[src/hdl/mkpq_pkg.sv]
package mkpq_pkg;

  localparam int QUEUE_DEPTH_DEFAULT = 16;

  // Result status codes
  localparam logic [1:0] STATUS_OK    = 2'd0;
  localparam logic [1:0] STATUS_FULL  = 2'd1;
  localparam logic [1:0] STATUS_EMPTY = 2'd2;

  localparam logic CMD_INSERT = 1'b0;
  localparam logic CMD_POP    = 1'b1;

  localparam int OCC_W = 5;

  // One queued request, id in the lowest bits
  typedef struct packed {
    logic [15:0] order;
    logic [15:0] service;
    logic [15:0] arrival;
    logic [7:0]  prio;
    logic [15:0] id;
  } entry_t;

  localparam int ENTRY_W = $bits(entry_t);
  // entry, occupancy, zero fill up to whole bytes
  localparam int OUT_W   = ((ENTRY_W + OCC_W + 7) / 8) * 8;

  typedef enum logic [2:0] {
    ST_IDLE,
    ST_START,
    ST_SCAN,
    ST_PLACE,
    ST_POP_DATA,
    ST_FINISH
  } state_t;

  // True when a strictly outranks b: higher priority, then earlier arrival,
  // then shorter service, then lower list position.
  function automatic logic outranks(entry_t a, entry_t b);
    return {a.prio, ~a.arrival, ~a.service, ~a.order} >
           {b.prio, ~b.arrival, ~b.service, ~b.order};
  endfunction

endpackage

[src/hdl/mkpq_ram.sv]
module mkpq_ram #(
  parameter int WIDTH = 8,
  parameter int DEPTH = 16,
  localparam int AW = $clog2(DEPTH)
) (
  input  logic             clk,
  input  logic             we,
  input  logic [AW-1:0]    waddr,
  input  logic [WIDTH-1:0] wdata,
  input  logic             re,
  input  logic [AW-1:0]    raddr,
  output logic [WIDTH-1:0] rdata
);

  logic [WIDTH-1:0] mem [DEPTH];

  always_ff @(posedge clk) begin
    if (we) begin
      mem[waddr] <= wdata;
    end
    if (re) begin
      rdata <= mem[raddr];
    end
  end

endmodule

[src/hdl/multi_key_priority_queue_unit.sv]
// A pop passes START, POP_DATA, FINISH; a flagged request or an insert into an empty queue
// START, FINISH; other inserts START, SCAN from tail to head, PLACE if passing all, FINISH.
// One beat at a time; the next input beat can be taken once the result is loaded into the
// output register, even while that result still waits at the output.
// The insert walk is set by the single read and single write port of the entry RAM.
// Reset (rst, synchronous): queue empty, output beat dropped; RAM contents are not cleared.
module multi_key_priority_queue_unit import mkpq_pkg::*; #(
  parameter int QUEUE_DEPTH = QUEUE_DEPTH_DEFAULT
) (
  input  logic               clk,
  input  logic               rst,
  input  logic               s_tvalid,
  output logic               s_tready,
  // new_id, new_priority, new_arrival, new_service, new_order
  input  logic [ENTRY_W-1:0] s_tdata,
  // cmd
  input  logic               s_tuser,
  output logic               m_tvalid,
  input  logic               m_tready,
  // head_id, head_priority, head_arrival, head_service, head_order, occupancy, zero fill
  output logic [OUT_W-1:0]   m_tdata,
  // status
  output logic [1:0]         m_tuser
);

  localparam int AW = $clog2(QUEUE_DEPTH);
  localparam int CW = $clog2(QUEUE_DEPTH + 1);
  localparam logic [AW:0]   DEPTH_A = (AW+1)'(QUEUE_DEPTH);
  localparam logic [CW-1:0] DEPTH_C = CW'(QUEUE_DEPTH);
  localparam logic [AW-1:0] LAST_A  = AW'(QUEUE_DEPTH - 1);

  state_t state, state_next;

  // Latched command and request
  logic    cur_cmd;
  entry_t  cur_entry;

  // Circular buffer: logical slot 0 (the head) sits at physical address head.
  logic [AW-1:0] head;
  logic [CW-1:0] count;
  logic [AW-1:0] scan_idx;

  logic [1:0] res_status;
  entry_t     res_entry;

  // RAM access in logical slot numbers
  logic          ram_we, ram_re;
  logic [AW-1:0] wr_log, rd_log;
  logic [AW-1:0] wr_addr, rd_addr;
  logic [AW:0]   wr_sum, rd_sum;
  entry_t        wr_data, rd_data;

  logic full, empty, is_outrank, out_free;

  assign full       = (count == DEPTH_C);
  assign empty      = (count == '0);
  assign is_outrank = outranks(cur_entry, rd_data);
  assign out_free   = !m_tvalid || m_tready;
  assign s_tready   = (state == ST_IDLE);

  // Map logical slot to physical address, wrap once past the depth
  always_comb begin
    wr_sum  = (AW+1)'(head) + (AW+1)'(wr_log);
    rd_sum  = (AW+1)'(head) + (AW+1)'(rd_log);
    wr_addr = (wr_sum >= DEPTH_A) ? AW'(wr_sum - DEPTH_A) : AW'(wr_sum);
    rd_addr = (rd_sum >= DEPTH_A) ? AW'(rd_sum - DEPTH_A) : AW'(rd_sum);
  end

  // The insert walks from the tail toward the head: it reads slot j-1 while
  // writing slot j+1, so a read never meets the write of the same entry.
  mkpq_ram #(
    .WIDTH (ENTRY_W),
    .DEPTH (QUEUE_DEPTH)
  ) u_ram (
    .clk   (clk),
    .we    (ram_we),
    .waddr (wr_addr),
    .wdata (wr_data),
    .re    (ram_re),
    .raddr (rd_addr),
    .rdata (rd_data)
  );

  // Next state
  always_comb begin
    state_next = state;
    case (state)
      ST_IDLE: begin
        if (s_tvalid) state_next = ST_START;
      end
      ST_START: begin
        if (cur_cmd == CMD_INSERT) begin
          if (full || empty) state_next = ST_FINISH;
          else               state_next = ST_SCAN;
        end else begin
          if (empty) state_next = ST_FINISH;
          else       state_next = ST_POP_DATA;
        end
      end
      ST_SCAN: begin
        if (!is_outrank)          state_next = ST_FINISH;
        else if (scan_idx == '0)  state_next = ST_PLACE;
      end
      ST_PLACE:    state_next = ST_FINISH;
      ST_POP_DATA: state_next = ST_FINISH;
      ST_FINISH: begin
        if (out_free) state_next = ST_IDLE;
      end
      default: state_next = ST_IDLE;
    endcase
  end

  // RAM control
  always_comb begin
    ram_we  = 1'b0;
    ram_re  = 1'b0;
    wr_log  = '0;
    rd_log  = '0;
    wr_data = cur_entry;
    case (state)
      ST_START: begin
        if (cur_cmd == CMD_INSERT) begin
          if (!full && empty) begin
            ram_we = 1'b1;
          end else if (!full) begin
            ram_re = 1'b1;
            rd_log = AW'(count - 1'b1);
          end
        end else if (!empty) begin
          ram_re = 1'b1;
        end
      end
      ST_SCAN: begin
        ram_we = 1'b1;
        wr_log = scan_idx + 1'b1;
        if (is_outrank) begin
          // shift the passed request back by one slot
          wr_data = rd_data;
          if (scan_idx != '0) begin
            ram_re = 1'b1;
            rd_log = scan_idx - 1'b1;
          end
        end
      end
      ST_PLACE: begin
        ram_we = 1'b1;
      end
      default: ;
    endcase
  end

  always_ff @(posedge clk) begin
    if (rst) begin
      state    <= ST_IDLE;
      head     <= '0;
      count    <= '0;
      m_tvalid <= 1'b0;
    end else begin
      state <= state_next;

      case (state)
        ST_IDLE: begin
          if (s_tvalid) begin
            cur_cmd   <= s_tuser;
            cur_entry <= s_tdata;
          end
        end
        ST_START: begin
          res_entry <= '0;
          if (cur_cmd == CMD_INSERT) begin
            if (full) begin
              res_status <= STATUS_FULL;
            end else begin
              res_status <= STATUS_OK;
              if (empty) begin
                count <= count + 1'b1;
              end else begin
                scan_idx <= AW'(count - 1'b1);
              end
            end
          end else if (empty) begin
            res_status <= STATUS_EMPTY;
          end else begin
            res_status <= STATUS_OK;
          end
        end
        ST_SCAN: begin
          if (!is_outrank) begin
            count <= count + 1'b1;
          end else if (scan_idx != '0) begin
            scan_idx <= scan_idx - 1'b1;
          end
        end
        ST_PLACE: begin
          count <= count + 1'b1;
        end
        ST_POP_DATA: begin
          // drop the head by advancing the pointer
          res_entry <= rd_data;
          head      <= (head == LAST_A) ? '0 : head + 1'b1;
          count     <= count - 1'b1;
        end
        default: ;
      endcase

      // Output register: load when free, drop the beat once taken
      if (state == ST_FINISH && out_free) begin
        m_tvalid <= 1'b1;
        m_tdata  <= {(OUT_W - ENTRY_W - OCC_W)'(0), OCC_W'(count), res_entry};
        m_tuser  <= res_status;
      end else if (m_tready) begin
        m_tvalid <= 1'b0;
      end
    end
  end

endmodule

[config.mk]
export PLATFORM = sky130hd
export DESIGN_NAME = multi_key_priority_queue_unit
export DESIGN_NICKNAME = d
export VERILOG_FILES = /design/src/hdl/mkpq_pkg.sv /design/src/hdl/mkpq_ram.sv /design/src/hdl/multi_key_priority_queue_unit.sv
export SDC_FILE = /design/constraint.sdc
export NUM_CORES = 1
export LEC_CHECK = 0
export BUFFER_PORTS_ARGS = -buffer_cell sky130_fd_sc_hd__buf_2
export CORE_MARGIN = 2
export CORE_UTILIZATION = 39
export DETAILED_ROUTE_END_ITERATION = 10
export PLACE_DENSITY = 0.68
export SYNTH_ARGS = -nofsm -noshare
export SYNTH_HDL_FRONTEND = slang
export SYNTH_HIERARCHICAL = 1
export SYNTH_SLANG_ARGS = --single-unit
[constraint.sdc]
create_clock -name clk -period 8 [get_ports clk]
set_input_delay 0.8 -clock clk [delete_from_list [all_inputs] [get_ports clk]]
set_output_delay 0.8 -clock clk [all_outputs]
set_load 0.05 [all_outputs]
==> metrics.md <==
| Metric | Value |
|---|---|
| Area of the core | 143300 µm² |
| Area enclosed by the die boundary | 147300 µm² |
| Worst setup path category | reg -> reg |
| Post-synthesis mux area share | 0.1209 |
| Final Skew | 0.03018 ns |
| Power dissipated by switching net loads | 5903 µW |
| TNS Setup | 0 ns |
| H-tree level count | 4 |
| Maximum buffer depth of the clock tree | 3 |
| Total via count after detailed routing | 27370 |
| Vias per Instance | 5.497 |
| Maximum fanout along the worst path | 45 |
| Later-pin clock latency in the skew report | 0.78 ns |
| Part of the power in the clock network | 0.306 |
| Horiz. Die Dim | 383.8 µm |
| Clock Tree Root | sky130_fd_sc_hd__clkbuf_16 |
| Utilization of the core after routing | 0.4488 |
| Final critical delay including setup and external delays | 6.436 ns |
| Unrepaired setup endpoints after global routing | false |
| Initial core utilization | 0.3925 |
| Register share of total power | 0.463 |
| Path category of the worst min-delay check | in -> reg |
| Maximum VDD drop | 0.3001 mV |
| Antenna violations before repair | 7 |
| Number of standard-cell rows in the floorplan | 139 |
| Final Max Slew Viols | 0 |
| Floorplan die height | 383.8 µm |
| Total of endpoints with negative setup slack in the final report | 0 |
| Ratio of cells with drive above 1 in the final layout | 0.2563 |
| Count of flip-flops with a built-in enable after synthesis | 1454 |
| Detailed-placement wirelength estimate | 69070 µm |
| Synth Area in Compound Gates | 0.03372 |
| Wire length per cell after detailed routing | 26.20 µm |
| Post-synthesis instance area | 56250 µm² |
| Worst-case headroom to the max-slew limit | 0.1828 |
| Max Cap Violations | 0 |
| Maximum clock frequency | 0.1554 GHz |
| Fin. Hold Viols | 0 |
| Category of the worst setup path capture point | flop |
| Synthesized area divided by synthesized cell count | 20.89 µm² |
| Vias in the first global route | 27760 |
| Total routing usage reported by global routing | 0.1779 |
| Combinational family with the most area after synthesis | multiplexers |
| Number of setup buffers added after CTS | 0 |
| Share of synthesized flip-flops with an asynchronous set or reset | 0 |
| Leakage power figure | 0.02041 µW |
| Final Cycle Share | 0.8045 |
| RD Place Congestion | 0.7786 |
| Count of unique library cells instantiated by Yosys | 55 |
| Number of placed I/O pins | 161 |
| Fraction of power consumed by combinational cells | 0.230 |
| Largest net degree at the start of global routing | 93 |
| Drc violations | 0 |
| Post-Syn Instances | 2693 |
| Clk sink count | 1467 |
| Number of detailed-route iterations in the first pass | 5 |
| Required time of the worst setup path | 8.62 ns |
| Synthesized-area fraction occupied by xor and xnor cells | 0.002024 |
| Gr ovfl total | 0 |
| Design internal power | 15240 µW |
| Clock slew at the register clock pins of the worst setup and hold paths | 0.06 ns |
| Element type at the critical path start | flop |
| Data arrival time of the critical path | 7.06 ns |
| Worst slew pin tran | 1.213 ns |
| Num CTS Buffers | 144 |
| Register bit count reported by yosys | 1467 |
| Clock tree from TritonCTS | yes |
| Routed Wire Length | 130400 µm |
| Global-route wire length before repair | 190000 µm |
| Total power density per cell area | 328.7 nW/µm² |
| Top_reg_cell synth | sky130_fd_sc_hd__edfxtp_1 |
| Post-CTS Hold Fix Bufs | 0 |
| Yosys warning total | 6 |
| Pre-CTS WS | 1.619 ns |
| Synth-to-layout area growth | 14.35% |
| Share of synthesized area occupied by flip-flops and latches | 0.7809 |
| Post-route setup slack | 1.564 ns |
| DRC violation total after the first TritonRoute iteration | 3234 |
| Remaining antenna violation count | 0 |
| Quantity of I/O buffers inserted on ports | 157 |
| Switching Fraction | 0.2793 |
| Post-Synth Simple-Gate Area | 0.02852 |
| # resized after CTS | 0 |
| Number of nets in the layout | 3114 |
| Post-synthesis share of cell area spent on full adders, half adders and majority gates | 0.01562 |
| Status | finished, final reports clean |
-- per-layer routing --
metal / up-vias / part of all wire / global-route usage
met2: 1127 / 0.48 / 0.2838
li1: 11580 / - / -
met4: 6 / 0.027 / 0.05969
met3: 207 / 0.079 / 0.03713
met5: - / 0.00031 / 0
met1: 14450 / 0.41 / 0.2443
-- cells by family (layout without fill, tap and decap cells) --
family | Yosys count | count (layout)
buf+inv | 203 | 582
other cells | 1 | 5
flops | 1467 | 1467
fa+ha+maj | 69 | 69
compound gates | 282 | 282
mux | 316 | 316
xor+xnor | 13 | 13
simple gates | 342 | 342
-- cell type report --
type,instances,area (µm²)
diodes,2,5.005
multi-input cells,1025,11500
well taps,1903,2381
inverters,75,281.5
clock buffers,186,3867
flip-flops and latches,1467,43920
clock inverters,66,601.8
repair buffers,255,1759
fillers,12030,78990
-- state kept, by name, summed over array words and instances, names as in the netlist --
signal and flops:
u_ram/mem 1152, m_tdata 77, cur_entry 72, res_entry 72, u_ram/rdata 72, count 5
head 4, scan_idx 4, state 3, m_tuser 2, res_status 2, cur_cmd 1
m_tvalid 1
-- final timing paths --
check                                      from               to  slack (ns)  depth (start not counted)
worst max-delay path            u_ram/rdata[43]  u_ram/rdata[46]        1.56                         18
worst max register to register  u_ram/rdata[43]  u_ram/rdata[46]        1.56                         18
worst min register to register    res_entry[19]      m_tdata[19]        0.40                          0
worst min-delay path                s_tdata[41]    cur_entry[41]        0.21                          1
-- cell usage after synthesis (19+ instances only) --
cell | n | area share
sky130_fd_sc_hd__ha_1 | 67 | 0.015
sky130_fd_sc_hd__a22oi_1 | 146 | 0.019
sky130_fd_sc_hd__o21ai_0 | 56 | 0.0050
sky130_fd_sc_hd__a21oi_1 | 44 | 0.0039
sky130_fd_sc_hd__mux2_2 | 25 | 0.0050
sky130_fd_sc_hd__nor2_1 | 50 | 0.0033
sky130_fd_sc_hd__and2_1 | 65 | 0.0072
sky130_fd_sc_hd__clkbuf_1 | 67 | 0.0045
sky130_fd_sc_hd__edfxtp_1 | 1454 | 0.78
sky130_fd_sc_hd__nor3_1 | 19 | 0.0017
sky130_fd_sc_hd__nand2_1 | 157 | 0.010
sky130_fd_sc_hd__buf_6 | 27 | 0.0054
sky130_fd_sc_hd__mux4_2 | 288 | 0.12
sky130_fd_sc_hd__inv_1 | 75 | 0.0050
-- critical path, stage by stage, from the launching register on --
cell and delay [ns]:
sky130_fd_sc_hd__edfxtp_1 0.43, sky130_fd_sc_hd__ha_1 0.34, sky130_fd_sc_hd__nand4_1 0.27, sky130_fd_sc_hd__nor4_1 0.78, sky130_fd_sc_hd__o41ai_1 0.39, sky130_fd_sc_hd__a31o_2 0.37
sky130_fd_sc_hd__a211oi_4 0.35, sky130_fd_sc_hd__nand2_4 0.12, sky130_fd_sc_hd__o22ai_1 0.28, sky130_fd_sc_hd__ha_1 0.29, sky130_fd_sc_hd__a21o_1 0.16, sky130_fd_sc_hd__a21oi_1 0.17
sky130_fd_sc_hd__xnor2_1 0.09, sky130_fd_sc_hd__xnor2_1 0.52, sky130_fd_sc_hd__nor2b_4 0.68, sky130_fd_sc_hd__buf_12 0.41, sky130_fd_sc_hd__buf_4 0.33, sky130_fd_sc_hd__a22oi_1 0.14
sky130_fd_sc_hd__nand2_1 0.08
-- cells in the final DEF (no fill, tap or decap), types with 10 or more instances in the layout --
cell type	n
sky130_fd_sc_hd__mux4_2	288
sky130_fd_sc_hd__edfxtp_1	1454
sky130_fd_sc_hd__nand4_1	10
sky130_fd_sc_hd__dfxtp_1	13
sky130_fd_sc_hd__nor2_4	14
sky130_fd_sc_hd__buf_4	79
sky130_fd_sc_hd__nand2_1	157
sky130_fd_sc_hd__clkinv_1	29
sky130_fd_sc_hd__clkinv_2	12
sky130_fd_sc_hd__a21oi_1	44
sky130_fd_sc_hd__inv_1	75
sky130_fd_sc_hd__nor2_1	36
sky130_fd_sc_hd__o21ai_0	56
sky130_fd_sc_hd__clkbuf_16	149
sky130_fd_sc_hd__mux2_2	25
sky130_fd_sc_hd__and2_1	64
sky130_fd_sc_hd__clkbuf_1	37
sky130_fd_sc_hd__buf_2	157
sky130_fd_sc_hd__a22oi_1	146
sky130_fd_sc_hd__nor3_1	13
sky130_fd_sc_hd__ha_1	66
sky130_fd_sc_hd__buf_12	19
-- stage by stage --
step | hold slack (ns) | cells | cell area (µm²) | power [µW]
floorplan | 0.4003 | 2695 | 56260 | 13490
global placement | 0.4034 | 4725 | 59840 | 14800
detailed placement | 0.4045 | 4725 | 59840 | 14870
CTS | 0.1506 | 4977 | 64310 | 21330
global route | 0.1671 | 4977 | 64310 | 22020
finish | 0.2055 | 4979 | 64320 | 21140
-- power groups by stage --
stage,Clock (µW),Combinational [µW],Sequential (µW)
floorplan,0,3560,9930
global placement,0,4870,9930
detailed placement,0,4930,9940
CTS,6600,4940,9790
global route,6890,5290,9840
finish,6480,4870,9790
(Power assumes the default switching activity.)
